===== src/hdl/ngga_pkg.sv =====
package ngga_pkg;

  // default build values
  localparam int FRAC_DIGITS_DEF = 4;
  localparam int FIELD_CHARS_DEF = 9;

  // configuration port
  localparam int CFG_IDX_W = 1;
  localparam int OFFSET_W  = 5;

  typedef enum logic [CFG_IDX_W-1:0] {
    CFG_ZONE_ONE = 1'b0,
    CFG_ZONE_TWO = 1'b1
  } cfg_idx_t;

  localparam logic [OFFSET_W-1:0] ZONE_ONE_RST = 5'd1;
  localparam logic [OFFSET_W-1:0] ZONE_TWO_RST = 5'd17;

  // character codes
  localparam logic [7:0] CH_DOLLAR = 8'h24;
  localparam logic [7:0] CH_COMMA  = 8'h2C;
  localparam logic [7:0] CH_POINT  = 8'h2E;
  localparam logic [7:0] CH_ZERO   = 8'h30;
  localparam logic [7:0] CH_NINE   = 8'h39;

  // field numbers and counter limits
  localparam logic [3:0] FLD_TIME = 4'd1;
  localparam logic [3:0] FLD_LAT  = 4'd2;
  localparam logic [3:0] FLD_LON  = 4'd4;
  localparam logic [3:0] FLD_SAT  = 4'd7;
  localparam logic [3:0] CNT_MAX  = 4'd15;
  localparam int         TIME_CHARS = 6;

  // field widths
  localparam int HOUR_W = 7;
  localparam int ZONE_W = 5;
  localparam int SAT_W  = 7;
  localparam int DEG_W  = 31;

  localparam logic [SAT_W-1:0] SAT_MAX = 7'd99;

  // ddmm integer part, saturates at 180 degrees
  localparam int                 IPART_W   = 15;
  localparam logic [IPART_W-1:0] IPART_MAX = 15'd18000;

  localparam logic [DEG_W-1:0] DEG_LIMIT = 31'd1800000000;
  localparam int               DEG_UNIT  = 10000000;

  // powers of ten for fraction digit weights
  localparam logic [23:0] POW10 [0:7] = '{
    24'd1, 24'd10, 24'd100, 24'd1000, 24'd10000, 24'd100000, 24'd1000000, 24'd10000000
  };

  // fields that ride alongside the coordinate conversion
  typedef struct packed {
    logic              ok;
    logic [HOUR_W-1:0] hour;
    logic [ZONE_W-1:0] zone_one;
    logic [ZONE_W-1:0] zone_two;
    logic [HOUR_W-1:0] minute;
    logic [HOUR_W-1:0] second;
    logic [SAT_W-1:0]  sat;
  } side_t;

  // load strobes for the conversion stages
  typedef struct packed {
    logic deg;
    logic mins;
    logic prod;
    logic quot;
    logic sum;
  } conv_ld_t;

  function automatic longint unsigned pow10(input int n);
    longint unsigned p;
    p = 1;
    for (int i = 0; i < n; i++) p = p * 10;
    return p;
  endfunction

  function automatic int frac_width(input int n);
    return $clog2(pow10(n));
  endfunction

  // (s mod 24) for s below 192
  function automatic logic [ZONE_W-1:0] mod24(input logic [7:0] s);
    logic [7:0] t;
    t = s;
    if (t >= 8'd96) t = t - 8'd96;
    if (t >= 8'd48) t = t - 8'd48;
    if (t >= 8'd24) t = t - 8'd24;
    return t[ZONE_W-1:0];
  endfunction

  function automatic logic [HOUR_W-1:0] two_digit(input logic [3:0] hi, input logic [3:0] lo);
    return HOUR_W'(hi) * 7'd10 + HOUR_W'(lo);
  endfunction

endpackage


===== src/hdl/nmea_gga_sentence_parser.sv =====
// GGA sentence parser: one character word accepted per cycle, at full rate unless
// out_ready back-pressure fills the pipeline. A result passes the capture stage,
// the 5-stage degree conversion and the output register. Up to 7 sentence results
// may be in flight, so one result per cycle is sustained while out_ready is high.
// Reset (rst_n low, synchronous) clears the parse state, pipeline valid flags and
// held results to zero, arms sentence start, loads zone offsets with 1 and 17.
module nmea_gga_sentence_parser #(
  parameter int FRAC_DIGITS = ngga_pkg::FRAC_DIGITS_DEF,
  parameter int FIELD_CHARS = ngga_pkg::FIELD_CHARS_DEF
) (
  input  logic                              clk,
  input  logic                              rst_n,
  // character input
  input  logic                              in_valid,
  output logic                              in_ready,
  input  logic [7:0]                        in_char_byte,
  input  logic                              in_last_char,
  // result output
  output logic                              out_valid,
  input  logic                              out_ready,
  output logic                              out_sentence_ok,
  output logic [ngga_pkg::HOUR_W-1:0]       out_utc_hour,
  output logic [ngga_pkg::ZONE_W-1:0]       out_zone_one_hour,
  output logic [ngga_pkg::ZONE_W-1:0]       out_zone_two_hour,
  output logic [ngga_pkg::HOUR_W-1:0]       out_utc_minute,
  output logic [ngga_pkg::HOUR_W-1:0]       out_utc_second,
  output logic [ngga_pkg::DEG_W-1:0]        out_latitude_deg,
  output logic [ngga_pkg::DEG_W-1:0]        out_longitude_deg,
  output logic [ngga_pkg::SAT_W-1:0]        out_satellites,
  // configuration
  input  logic                              cfg_we,
  input  logic [ngga_pkg::CFG_IDX_W-1:0]    cfg_index,
  input  logic [ngga_pkg::OFFSET_W-1:0]     cfg_wdata
);
  import ngga_pkg::*;

  localparam int FRAC_W = frac_width(FRAC_DIGITS);
  localparam int NST    = 6;

  // zone offsets
  logic [OFFSET_W-1:0] zone_one_r, zone_two_r;

  // parse state
  logic               at_start_r;
  logic               dollar_r, dollar_nxt;
  logic [3:0]         field_r, field_nxt;
  logic [3:0]         cif_r, cif_nxt;
  logic [3:0]         td_r [0:TIME_CHARS-1];
  logic [3:0]         td_nxt [0:TIME_CHARS-1];
  logic [IPART_W-1:0] lat_i_r, lat_i_nxt, lon_i_r, lon_i_nxt;
  logic [FRAC_W-1:0]  lat_f_r, lat_f_nxt, lon_f_r, lon_f_nxt;
  logic [2:0]         fcnt_r, fcnt_nxt;
  logic               point_r, point_nxt;
  logic               stop_r, stop_nxt;
  logic [SAT_W-1:0]   sat_r, sat_nxt;

  // pipeline control
  logic [NST:1]   v_r, v_nxt;
  logic [NST:1]   ld;
  logic [NST+1:1] free;
  logic           ld_out;
  logic           in_fire;

  // first stage: finished sentence
  logic               p1_ok_r;
  logic [3:0]         p1_td_r [0:TIME_CHARS-1];
  logic [IPART_W-1:0] p1_lat_i_r, p1_lon_i_r;
  logic [FRAC_W-1:0]  p1_lat_f_r, p1_lon_f_r;
  logic [SAT_W-1:0]   p1_sat_r;

  side_t side_r [2:NST];
  side_t side_nxt;

  conv_ld_t         conv_ld;
  logic [DEG_W-1:0] lat_deg, lon_deg, lat_sat, lon_sat;

  // output register, value fields double as the held results
  logic               out_valid_r;
  logic               out_ok_r;
  logic [HOUR_W-1:0]  out_hour_r, out_min_r, out_sec_r;
  logic [ZONE_W-1:0]  out_z1_r, out_z2_r;
  logic [DEG_W-1:0]   out_lat_r, out_lon_r;
  logic [SAT_W-1:0]   out_sat_r;

  logic       is_digit;
  logic [3:0] digit;

  assign in_fire  = in_valid && in_ready;
  assign is_digit = (in_char_byte >= CH_ZERO) && (in_char_byte <= CH_NINE);
  assign digit    = is_digit ? 4'(in_char_byte - CH_ZERO) : 4'd0;

  // configuration writes
  always_ff @(posedge clk) begin
    if (!rst_n) begin
      zone_one_r <= ZONE_ONE_RST;
      zone_two_r <= ZONE_TWO_RST;
    end else if (cfg_we) begin
      unique case (cfg_idx_t'(cfg_index))
        CFG_ZONE_ONE: zone_one_r <= cfg_wdata;
        CFG_ZONE_TWO: zone_two_r <= cfg_wdata;
      endcase
    end
  end

  // per-character parse step
  always_comb begin
    logic [IPART_W-1:0] cur_i;
    logic [FRAC_W-1:0]  cur_f;
    logic [17:0]        ipart_mul;
    logic [2:0]         wt_idx;
    logic [10:0]        sat_mul;

    // sentence start clears the working state
    if (at_start_r) begin
      dollar_nxt = (in_char_byte == CH_DOLLAR);
      field_nxt  = '0;
      cif_nxt    = '0;
      for (int i = 0; i < TIME_CHARS; i++) td_nxt[i] = '0;
      lat_i_nxt  = '0;
      lat_f_nxt  = '0;
      lon_i_nxt  = '0;
      lon_f_nxt  = '0;
      fcnt_nxt   = '0;
      point_nxt  = 1'b0;
      stop_nxt   = 1'b0;
      sat_nxt    = '0;
    end else begin
      dollar_nxt = dollar_r;
      field_nxt  = field_r;
      cif_nxt    = cif_r;
      for (int i = 0; i < TIME_CHARS; i++) td_nxt[i] = td_r[i];
      lat_i_nxt  = lat_i_r;
      lat_f_nxt  = lat_f_r;
      lon_i_nxt  = lon_i_r;
      lon_f_nxt  = lon_f_r;
      fcnt_nxt   = fcnt_r;
      point_nxt  = point_r;
      stop_nxt   = stop_r;
      sat_nxt    = sat_r;
    end

    // active coordinate
    cur_i     = (field_nxt == FLD_LON) ? lon_i_nxt : lat_i_nxt;
    cur_f     = (field_nxt == FLD_LON) ? lon_f_nxt : lat_f_nxt;
    ipart_mul = 18'(cur_i) * 18'd10 + 18'(digit);
    wt_idx    = 3'(FRAC_DIGITS - 1) - fcnt_nxt;
    sat_mul   = 11'(sat_nxt) * 11'd10 + 11'(digit);

    if (in_char_byte == CH_COMMA) begin
      if (field_nxt != CNT_MAX) field_nxt = field_nxt + 4'd1;
      cif_nxt   = '0;
      fcnt_nxt  = '0;
      point_nxt = 1'b0;
      stop_nxt  = 1'b0;
    end else begin
      if (field_nxt == FLD_TIME && cif_nxt < 4'(TIME_CHARS)) begin
        td_nxt[cif_nxt[2:0]] = digit;
      end else if (cif_nxt < 4'(FIELD_CHARS)) begin
        if ((field_nxt == FLD_LAT || field_nxt == FLD_LON) && !stop_nxt) begin
          if (is_digit) begin
            if (!point_nxt) begin
              if (ipart_mul > 18'(IPART_MAX)) begin
                cur_i = IPART_MAX;
                cur_f = '0;
              end else begin
                cur_i = IPART_W'(ipart_mul);
              end
            end else if (fcnt_nxt < 3'(FRAC_DIGITS)) begin
              cur_f    = cur_f + FRAC_W'(POW10[wt_idx]) * FRAC_W'(digit);
              fcnt_nxt = fcnt_nxt + 3'd1;
              // at 180 degrees any fraction saturates away
              if (cur_i == IPART_MAX) cur_f = '0;
            end
          end else if (in_char_byte == CH_POINT && !point_nxt) begin
            point_nxt = 1'b1;
          end else begin
            stop_nxt = 1'b1;
          end
          if (field_nxt == FLD_LON) begin
            lon_i_nxt = cur_i;
            lon_f_nxt = cur_f;
          end else begin
            lat_i_nxt = cur_i;
            lat_f_nxt = cur_f;
          end
        end else if (field_nxt == FLD_SAT && !stop_nxt) begin
          if (is_digit) begin
            sat_nxt = (sat_mul > 11'(SAT_MAX)) ? SAT_MAX : SAT_W'(sat_mul);
          end else begin
            stop_nxt = 1'b1;
          end
        end
      end
      if (cif_nxt != CNT_MAX) cif_nxt = cif_nxt + 4'd1;
    end
  end

  always_ff @(posedge clk) begin
    if (!rst_n) begin
      at_start_r <= 1'b1;
      dollar_r   <= 1'b0;
      field_r    <= '0;
      cif_r      <= '0;
      for (int i = 0; i < TIME_CHARS; i++) td_r[i] <= '0;
      lat_i_r    <= '0;
      lat_f_r    <= '0;
      lon_i_r    <= '0;
      lon_f_r    <= '0;
      fcnt_r     <= '0;
      point_r    <= 1'b0;
      stop_r     <= 1'b0;
      sat_r      <= '0;
    end else if (in_fire) begin
      at_start_r <= in_last_char;
      dollar_r   <= dollar_nxt;
      field_r    <= field_nxt;
      cif_r      <= cif_nxt;
      for (int i = 0; i < TIME_CHARS; i++) td_r[i] <= td_nxt[i];
      lat_i_r    <= lat_i_nxt;
      lat_f_r    <= lat_f_nxt;
      lon_i_r    <= lon_i_nxt;
      lon_f_r    <= lon_f_nxt;
      fcnt_r     <= fcnt_nxt;
      point_r    <= point_nxt;
      stop_r     <= stop_nxt;
      sat_r      <= sat_nxt;
    end
  end

  // elastic pipeline: a stage takes a word when empty or when it moves on
  always_comb begin
    free[NST+1] = !out_valid_r || out_ready;
    for (int k = NST; k >= 1; k--) free[k] = !v_r[k] || free[k+1];
    ld[1] = in_valid && free[1] && in_last_char;
    for (int k = 2; k <= NST; k++) ld[k] = v_r[k-1] && free[k];
    for (int k = 1; k <= NST; k++) v_nxt[k] = ld[k] || (v_r[k] && !free[k+1]);
    ld_out = v_r[NST] && free[NST+1];
  end

  assign in_ready = free[1];

  always_ff @(posedge clk) begin
    if (!rst_n) begin
      v_r <= '0;
    end else begin
      v_r <= v_nxt;
    end
  end

  // capture the finished sentence
  always_ff @(posedge clk) begin
    if (ld[1]) begin
      p1_ok_r    <= dollar_nxt;
      for (int i = 0; i < TIME_CHARS; i++) p1_td_r[i] <= td_nxt[i];
      p1_lat_i_r <= lat_i_nxt;
      p1_lat_f_r <= lat_f_nxt;
      p1_lon_i_r <= lon_i_nxt;
      p1_lon_f_r <= lon_f_nxt;
      p1_sat_r   <= sat_nxt;
    end
  end

  // time fields and zone hours
  always_comb begin
    side_nxt.ok       = p1_ok_r;
    side_nxt.hour     = two_digit(p1_td_r[0], p1_td_r[1]);
    side_nxt.zone_one = mod24(8'(side_nxt.hour) + 8'(zone_one_r));
    side_nxt.zone_two = mod24(8'(side_nxt.hour) + 8'(zone_two_r));
    side_nxt.minute   = two_digit(p1_td_r[2], p1_td_r[3]);
    side_nxt.second   = two_digit(p1_td_r[4], p1_td_r[5]);
    side_nxt.sat      = p1_sat_r;
  end

  always_ff @(posedge clk) begin
    if (ld[2]) side_r[2] <= side_nxt;
    for (int k = 3; k <= NST; k++) begin
      if (ld[k]) side_r[k] <= side_r[k-1];
    end
  end

  // degree conversion, one unit per coordinate
  assign conv_ld = '{deg: ld[2], mins: ld[3], prod: ld[4], quot: ld[5], sum: ld[6]};

  ngga_coord_conv #(
    .FRAC_DIGITS (FRAC_DIGITS)
  ) u_lat_conv (
    .clk     (clk),
    .ld      (conv_ld),
    .ipart_i (p1_lat_i_r),
    .frac_i  (p1_lat_f_r),
    .deg_o   (lat_deg)
  );

  ngga_coord_conv #(
    .FRAC_DIGITS (FRAC_DIGITS)
  ) u_lon_conv (
    .clk     (clk),
    .ld      (conv_ld),
    .ipart_i (p1_lon_i_r),
    .frac_i  (p1_lon_f_r),
    .deg_o   (lon_deg)
  );

  assign lat_sat = (lat_deg > DEG_LIMIT) ? DEG_LIMIT : lat_deg;
  assign lon_sat = (lon_deg > DEG_LIMIT) ? DEG_LIMIT : lon_deg;

  // output register; a bad sentence repeats the held values
  always_ff @(posedge clk) begin
    if (!rst_n) begin
      out_valid_r <= 1'b0;
      out_ok_r    <= 1'b0;
      out_hour_r  <= '0;
      out_z1_r    <= '0;
      out_z2_r    <= '0;
      out_min_r   <= '0;
      out_sec_r   <= '0;
      out_lat_r   <= '0;
      out_lon_r   <= '0;
      out_sat_r   <= '0;
    end else begin
      out_valid_r <= ld_out || (out_valid_r && !out_ready);
      if (ld_out) begin
        out_ok_r <= side_r[NST].ok;
        if (side_r[NST].ok) begin
          out_hour_r <= side_r[NST].hour;
          out_z1_r   <= side_r[NST].zone_one;
          out_z2_r   <= side_r[NST].zone_two;
          out_min_r  <= side_r[NST].minute;
          out_sec_r  <= side_r[NST].second;
          out_lat_r  <= lat_sat;
          out_lon_r  <= lon_sat;
          out_sat_r  <= side_r[NST].sat;
        end
      end
    end
  end

  assign out_valid         = out_valid_r;
  assign out_sentence_ok   = out_ok_r;
  assign out_utc_hour      = out_hour_r;
  assign out_zone_one_hour = out_z1_r;
  assign out_zone_two_hour = out_z2_r;
  assign out_utc_minute    = out_min_r;
  assign out_utc_second    = out_sec_r;
  assign out_latitude_deg  = out_lat_r;
  assign out_longitude_deg = out_lon_r;
  assign out_satellites    = out_sat_r;

`ifndef NO_ASSERTIONS
  // input stalls only when every stage and the output are full and blocked
  a_stall_full: assert property (@(posedge clk) disable iff (!rst_n)
    !in_ready |-> (&v_r) && out_valid_r && !out_ready)
    else $error("input stalled with room in the pipeline");

  // the word after a last character starts a new sentence
  a_new_sentence: assert property (@(posedge clk) disable iff (!rst_n)
    in_valid && in_ready && in_last_char |=> at_start_r)
    else $error("sentence start not armed after last character");

  // a bad sentence keeps the held values
  a_held: assert property (@(posedge clk) disable iff (!rst_n)
    ld_out && !side_r[NST].ok |=> !out_sentence_ok && $stable(out_latitude_deg)
      && $stable(out_longitude_deg) && $stable(out_utc_hour) && $stable(out_satellites))
    else $error("held result changed on a bad sentence");

  // saturated latitude carries no fraction
  a_lat_sat: assert property (@(posedge clk) disable iff (!rst_n)
    lat_i_r == IPART_MAX |-> lat_f_r == '0)
    else $error("latitude above the saturation limit");

  // converted degrees stay in range
  a_deg_range: assert property (@(posedge clk) disable iff (!rst_n)
    out_valid |-> out_latitude_deg <= DEG_LIMIT && out_longitude_deg <= DEG_LIMIT)
    else $error("degree result above limit");
`endif

endmodule


===== src/hdl/ngga_coord_conv.sv =====
module ngga_coord_conv #(
  parameter int FRAC_DIGITS = ngga_pkg::FRAC_DIGITS_DEF
) (
  input  logic                                             clk,
  input  ngga_pkg::conv_ld_t                               ld,
  input  logic [ngga_pkg::IPART_W-1:0]                     ipart_i,
  input  logic [ngga_pkg::frac_width(FRAC_DIGITS)-1:0]     frac_i,
  output logic [ngga_pkg::DEG_W-1:0]                       deg_o
);
  import ngga_pkg::*;

  localparam int FRAC_W = frac_width(FRAC_DIGITS);

  // minutes scaled to 1e-7 units before the divide by 60
  localparam logic [29:0] FRAC_SCALE = 30'(pow10(7 - FRAC_DIGITS));

  // floor(i/100) = floor((i>>2)*20972 >> 19) for i up to 18000
  localparam logic [14:0] DEG_RECIP = 15'd20972;
  localparam int          DEG_SHIFT = 19;

  // floor(x/15) estimate, low by at most one
  localparam logic [28:0] Q15_RECIP = 29'h11111111;

  logic [7:0]         deg2_r, deg3_r;
  logic [IPART_W-1:0] ip2_r;
  logic [FRAC_W-1:0]  fr2_r, fr3_r;
  logic [6:0]         mm3_r;
  logic [29:0]        x4_r;
  logic [DEG_W-1:0]   dp4_r, dp5_r;
  logic [27:0]        xq5_r;
  logic [24:0]        qe5_r;
  logic [DEG_W-1:0]   r6_r;

  logic [27:0] deg_prod;
  logic [14:0] hund;
  logic [56:0] q_prod;
  logic [27:0] rem;
  logic [24:0] q_fix;

  // whole degrees
  assign deg_prod = 28'(ipart_i[IPART_W-1:2]) * 28'(DEG_RECIP);

  // minutes left over after whole degrees
  assign hund = 15'(deg2_r) * 15'd100;

  // reciprocal estimate of minutes / 60
  assign q_prod = 57'(x4_r[29:2]) * 57'(Q15_RECIP);

  // one-step quotient correction
  assign rem   = xq5_r - 28'(qe5_r) * 28'd15;
  assign q_fix = qe5_r + 25'(rem >= 28'd15);

  always_ff @(posedge clk) begin
    if (ld.deg) begin
      deg2_r <= 8'(deg_prod >> DEG_SHIFT);
      ip2_r  <= ipart_i;
      fr2_r  <= frac_i;
    end
    if (ld.mins) begin
      deg3_r <= deg2_r;
      mm3_r  <= 7'(ip2_r - hund);
      fr3_r  <= fr2_r;
    end
    if (ld.prod) begin
      x4_r  <= 30'(mm3_r) * 30'(DEG_UNIT) + 30'(fr3_r) * FRAC_SCALE;
      dp4_r <= DEG_W'(deg3_r) * DEG_W'(DEG_UNIT);
    end
    if (ld.quot) begin
      xq5_r <= x4_r[29:2];
      qe5_r <= q_prod[56:32];
      dp5_r <= dp4_r;
    end
    if (ld.sum) begin
      r6_r <= dp5_r + DEG_W'(q_fix);
    end
  end

  assign deg_o = r6_r;

endmodule


===== config.mk =====
export PLATFORM = sky130hd
export DESIGN_NAME = nmea_gga_sentence_parser
export DESIGN_NICKNAME = d
export VERILOG_FILES = /design/src/hdl/ngga_pkg.sv /design/src/hdl/nmea_gga_sentence_parser.sv /design/src/hdl/ngga_coord_conv.sv
export SDC_FILE = /design/constraint.sdc
export NUM_CORES = 2
export LEC_CHECK = 0
export ABC_AREA = 1
export BUFFER_PORTS_ARGS = -buffer_cell sky130_fd_sc_hd__buf_4
export CAP_MARGIN = 30
export CORE_ASPECT_RATIO = 1.2
export CORE_MARGIN = 5
export CORE_UTILIZATION = 45
export CTS_CLUSTER_SIZE = 24
export DETAILED_ROUTE_END_ITERATION = 16
export GPL_TIMING_DRIVEN = 0
export PLACE_DENSITY = 0.62
export SLEW_MARGIN = 15
export SYNTH_ARGS = -nofsm -noshare
export SYNTH_HDL_FRONTEND = slang
export SYNTH_SLANG_ARGS = --single-unit
export TNS_END_PERCENT = 50

===== constraint.sdc =====
create_clock -name clk -period 10.2 [get_ports clk]
set_input_delay 2.04 -clock clk [delete_from_list [all_inputs] [get_ports clk]]
set_output_delay 2.04 -clock clk [all_outputs]
set_load 0.1 [all_outputs]

# Word-level counts from Yosys, hierarchy flattened
# Memories as Yosys holds them, arrays and structs flattened.
# Index checks and enable logic that the tools add are counted.
[op_classes] addsub=29 mul=20 n_div=0 order_cmp=20 n_eq_ne=10 shift=0 n_mux=112 bitwise_logic=9 reduce_logical=55
[op_table] cell="14-bit 2-to-1 mux" count=20
[op_table] cell="15-bit 2-to-1 mux" count=16
[op_table] cell="28-bit by 29-bit multiplier with 57-bit output, second input constant" count=2
[op_table] cell="24-bit 2-to-1 mux" count=3
[op_table] cell="31-bit by 25-bit adder with 31-bit output" count=2
[op_table] cell="31-bit > comparator, second input constant" count=2
[op_table] cell="31-bit 2-to-1 mux" count=2
[op_table] cell="30-bit by 24-bit adder with 30-bit output" count=2
[op_table] cell="28-bit by 4-bit >= comparator with 1-bit output, second input constant" count=2
[op_table] cell="25-bit by 4-bit multiplier with 28-bit output, second input constant" count=2
[op_table] cell="4-bit 2-to-1 mux" count=14
[op_table] cell="7-bit 2-to-1 mux" count=8
[op_table] cell="28-bit subtractor" count=2
[op_table] cell="25-bit by 1-bit adder with 25-bit output" count=2
[op_table] cell="13-bit by 13-bit multiplier with 25-bit output, second input constant" count=2
[op_table] cell="8-bit by 17-bit multiplier with 24-bit output, second input constant" count=2
[op_table] cell="7-bit by 17-bit multiplier with 23-bit output, second input constant" count=2
[op_table] cell="14-bit by 7-bit multiplier with 21-bit output, second input constant" count=2
[op_table] cell="1-bit 2-to-1 mux" count=33
[op_table] cell="8-bit 2-to-1 mux" count=4
[op_table] cell="24-bit bitwise mux" count=1
[op_table] cell="8-bit by 6-bit == test with 1-bit output, second input constant" count=3
[op_table] cell="8-bit by 6-bit >= comparator with 1-bit output, second input constant" count=3
[op_table] cell="3-bit 2-to-1 mux" count=8
[op_table] cell="42 further kinds" count=116
[totals] ff_bits=704 latch_bits=0 ram_bits=243 mem_bits_ro=192 in_bits=20 output_inout_bits=103 mem_count=4
[mem_list] memory="side_r" depth=5 width=39 rd=5 rd_clocked_by_memory_dff=0 write_ports=5 line_no="nmea_gga_sentence_parser.sv:71" source="side_t side_r [2:NST];"
[mem_list] memory="(name not given)" depth=8 width=24 rd=1 rd_clocked_by_memory_dff=0 write_ports=0 line_no="nmea_gga_sentence_parser.sv:169" source="cur_f = cur_f + FRAC_W'(POW10[wt_idx]) * FRAC_W'(digit);"
[mem_list] memory="p1_td_r" depth=6 width=4 rd=6 rd_clocked_by_memory_dff=0 write_ports=6 line_no="nmea_gga_sentence_parser.sv:66" source="logic [3:0] p1_td_r [0:TIME_CHARS-1];"
[mem_list] memory="td_r" depth=6 width=4 rd=6 rd_clocked_by_memory_dff=0 write_ports=6 line_no="nmea_gga_sentence_parser.sv:48" source="logic [3:0] td_r [0:TIME_CHARS-1];"

# Logic depth before layout (Yosys ltp)
[logic_depth] word_depth=17 ltp_mapped=46

# By module
# Synthesis repeated with hierarchy kept, for this count alone.
[unflattened] hier_cells=9134 hier_area_um2=82885.7
[by_module_without_submodules] module="ngga_coord_conv (u_lat_conv)" n_inst=1 cells_per_inst=3211 area_each_um2=29096.7 seq_area_each_um2=6486.2
[by_module_without_submodules] module="ngga_coord_conv (u_lon_conv)" n_inst=1 cells_per_inst=3092 area_each_um2=28561.1 seq_area_each_um2=6486.2
[by_module_without_submodules] module="nmea_gga_sentence_parser" n_inst=1 cells_per_inst=2831 area_each_um2=25227.9 seq_area_each_um2=13242.7

# Least setup slack after synthesis
# OpenSTA, ideal clock, no wires.
[synth_path] path_kind="input-to-reg" start="input out_ready" end="register, netlist name side_r[0][156]" setup_ns=0.646 t_arrival_ns=8.351 required_ns=9.554 slack_ns=1.203 path_stages=8 path_buffers=0 path_cell_list="inv_1 > nand2_1 > nor2_1 > inv_1 > nor2_1 > inv_1 > nor2_1 > nor2_1"
[synth_lines] element="start, declared" line_no="nmea_gga_sentence_parser.sv:20" source="input logic out_ready,"

# Worst setup path in the final report
[layout_path] start="register u_lon_conv.qe5_r[3]" end="register u_lon_conv.r6_r[29], in the netlist u_lon_conv.deg_o[29] (data pin)"
[layout_between] elab_chain_cells=5
[layout_lines] element="start, declared" line_no="ngga_coord_conv.sv:31" source="logic [24:0] qe5_r;"
[layout_lines] element="start signal, assigned" line_no="ngga_coord_conv.sv:70" source="qe5_r <= q_prod[56:32];"
[layout_lines] element="25-bit by 4-bit multiplier with 28-bit output" line_no="ngga_coord_conv.sv:50" source="assign rem = xq5_r - 28'(qe5_r) * 28'd15;"
[layout_lines] element="28-bit subtractor" line_no="ngga_coord_conv.sv:50"
[layout_lines] element="28-bit by 4-bit >= comparator with 1-bit output" line_no="ngga_coord_conv.sv:51" source="assign q_fix = qe5_r + 25'(rem >= 28'd15);"
[layout_lines] element="25-bit by 1-bit adder with 25-bit output (*)" line_no="ngga_coord_conv.sv:51"
[layout_lines] element="31-bit by 25-bit adder with 31-bit output (*)" line_no="ngga_coord_conv.sv:74" source="r6_r <= dp5_r + DEG_W'(q_fix);"
[layout_lines] element="end signal, assigned" line_no="ngga_coord_conv.sv:74"
[layout_lines] element="end, declared" line_no="ngga_coord_conv.sv:32" source="logic [DEG_W-1:0] r6_r;"
# Every way passes the cells marked *; elsewhere a longest branch is shown, timed or not.
# A chain may end at the register's enable or synchronous reset.

==> results.json <==
{
  "status": "completed",
  "grt_start_max_net_pins": 117,
  "slew_viol_final": 0,
  "rr_endpoint": "u_lon_conv.deg_o[29]",
  "synth_nets": 10086,
  "io_buffers": 121,
  "worstHoldStart": "p1_lat_i_r[0]",
  "wl_per_cell_um": 17.09,
  "root_buffer": "clkbuf_16",
  "ios": 123,
  "fin_setup_tns_ns": 0,
  "drtAntennaViolNets": 0,
  "syn_area_um2": 79130,
  "timing.slew.headroom_pct": 39.10,
  "worst_slack_ns": 1.918,
  "dr.pass1.iters": 8,
  "hold_buffers": 0,
  "hold_path_class": "reg -> reg",
  "cp_common_cell": "inv_1",
  "numCtsBuffers": 98,
  "core_um2": 174900,
  "place_ws_ns": 1.602,
  "grt_busiest_layer": "met2",
  "place_inst": 10741,
  "fin_area_um2": 86870,
  "cp-start-kind": "flop",
  "drc": 0,
  "finalPower_mw": 17.64,
  "final_util_pct": 49.67,
  "area_delta_synth_final_pct": 9.775,
  "fin_skew_ns": 0.09316,
  "regToRegSetupSlack_ns": 1.92,
  "min_period_over_period_pct": 81.19,
  "async_reset_ff_share_pct": 0,
  "cp-end-kind": "flop",
  "numClockSinks": 939,
  "dpl.hpwl_um": 156700,
  "grt_first_pass_wirelength_um": 301700,
  "grt_overflow_total": 0,
  "ctsResizeCount": 0,
  "htree_levels": 3,
  "rows": 168,
  "cap_violations": 0,
  "hold_ws_ns": 0.3780,
  "synth_edf_count": 741,
  "postCtsSetupBuffers": 0,
  "gp_congestion": 0.9224,
  "r2r_cells": 39,
  "start_util_pct": 45.25,
  "dpl_cell_area_um2": 83360,
  "p_leak_nw": 41.18,
  "hold_viol": 0,
  "met2_usage_pct": 35.66,
  "r2r_start": "u_lon_conv.qe5_r[3]",
  "cts_tree": "built",
  "clkSlewWorstSetupHoldPaths_ns": 0.07,
  "fmax_mhz": 120.7,
  "vias": 55929,
  "worstMarginPinSlew_ns": 0.9135,
  "cts_buffer_depth": 3,
  "wl_um": 186700,
  "yosysWarnings": 0,
  "critPathTopFamily": "adder cells",
  "p_per_area_nw_per_um2": 203.0,
  "worstPathArrival_ns": 8.73,
  "cp_max_fo": 5,
  "hold_end": "u_lat_conv.ip2_r[0]",
  "critPathSlowestCell": "fa_1",
  "finalNonFillerCells": 10926,
  "syn_area_per_cell_um2": 9.528,
  "critPathKind": "reg -> reg",
  "synth_cells": 8305,
  "setup_viol": 0,
  "drive_gt1_share_pct": 4.751,
  "dieWidth_um": 392.8,
  "die_y_um": 469.4,
  "viasPerCell": 5.119,
  "clk_latency_ns": 0.75,
  "grtUsageTotal_pct": 20.33,
  "use_met3_pct": 1.727,
  "synth-main-ff-cell": "edfxtp_1",
  "fin_nets": 10328,
  "ys_seq_elements": 939,
  "layout_common_cells": "inv_1 (1,553), nand2_1 (1,429), ha_1 (1,135), edfxtp_1 (741), fa_1 (626)",
  "grt_pass1_vias": 57514,
  "drt_iter0_markers": 2522,
  "max_stage_delay_ns": 0.57,
  "vdd_drop_max_uv": 164.0,
  "final_period_minus_worst_setup_slack_ns": 8.282,
  "rsz0062_at_grt": "no",
  "dieArea_um2": 184400,
  "path_buf_inv": 6,
  "whs_path_depth": 0,
  "seq_area_frac_synth_pct": 33.13,
  "synth.distinct_cells": 65,
  "critical_path_required_ns": 10.65,
  "layout_commonest_cell": "inv_1",
  "grtUsageMet1_pct": 26.60,
  "antenna_found_initial": 8
}
-- final cells by class --
type | instances | area (µm²)
Tap cell | 2295 | 2872
Fill cell | 16180 | 88020
Sequential cell | 939 | 26220
Timing Repair Buffer | 142 | 1321
Inverter | 1561 | 5881
Clock buffer | 108 | 2530
Multi-Input combinational cell | 5695 | 46580
Buffer | 110 | 498.0
Antenna cell | 1 | 2.502
Clock inverter | 75 | 967.2
-- kinds of logic after synthesis --
group / count (synthesis) / share of synthesized area, %
flops: 939 / 33.13
fa+ha+maj: 1761 / 33.78
simple gates: 2465 / 13.09
xor+xnor: 399 / 4.426
compound gates: 1070 / 7.542
buf+inv: 1671 / 8.032
-- metal layers --
layer	wire length [µm]	vias up
met4	6252	0
met2	92110	1031
met5	0	-
met3	6492	294
li1	-	27760
met1	81890	26844
-- how the worst max path moves through the flow --
stage | from | endpoint | slack [ns] | depth (start not counted)
4_1_cts | u_lon_conv.qe5_r[3] | u_lon_conv.deg_o[29] | 1.90 | 39
5_1_grt | u_lon_conv.qe5_r[4] | u_lon_conv.deg_o[29] | 1.11 | 39
3_3_place_gp | out_ready | u_lon_conv.x4_r[7] | -2.07 | 9
2_1_floorplan | out_ready | side_r[0][156] | 1.20 | 8
6_report | u_lon_conv.qe5_r[3] | u_lon_conv.deg_o[29] | 1.92 | 39
3_5_place_dp | in_char_byte[1] | p1_lon_f_r[13] | 1.60 | 23
-- state kept, by name, summed over array words and instances (netlist names), 25 cells and up --
name,flops
out_longitude_deg,31
u_lat_conv.x4_r,27
u_lat_conv.qe5_r,25
u_lon_conv.x4_r,27
u_lat_conv.xq5_r,27
side_r,195
u_lon_conv.xq5_r,27
u_lon_conv.qe5_r,25
u_lon_conv.deg_o,31
out_latitude_deg,31
u_lat_conv.deg_o,31
-- where the power goes --
part           leakage (nW)  switching [mW]  internal [mW]  total [mW]
clock network          1.65            1.60           2.18        3.79
registers              8.43          0.0983           4.52        4.61
logic                  31.1            5.76           3.48        9.24
total                  41.2            7.46           10.2        17.6
-- synth_stat cells (all sizes together) (5+ instances only) --
library cell     n  area (µm²)
a211oi           8       60.06
a21boi          15       112.6
a21o            28       210.2
a21oi          543        2733
a221oi           8       70.07
a31oi           52       325.3
and3             5       31.28
buf             36       217.7
clkbuf          74       277.8
dfxtp          198        3964
edfxtp         741       22250
fa             626       12530
ha            1135       14200
inv           1559        5852
nand2         1436        5413
nand3          383        1962
nand3b          12       90.09
nand4           75       475.5
nor2           424        1634
nor3            62       320.3
nor3b            5       37.54
nor4            30       187.7
o2111ai          6       52.55
o211ai          25       187.7
o21a            26       195.2
o21ai          277        1394
o21bai          31       232.7
o221ai           7       61.31
o22ai           15       93.84
o31ai           12       90.09
or2             30       187.7
xnor2          112       980.9
xor2           287        2521
(Power assumes the default switching activity.)
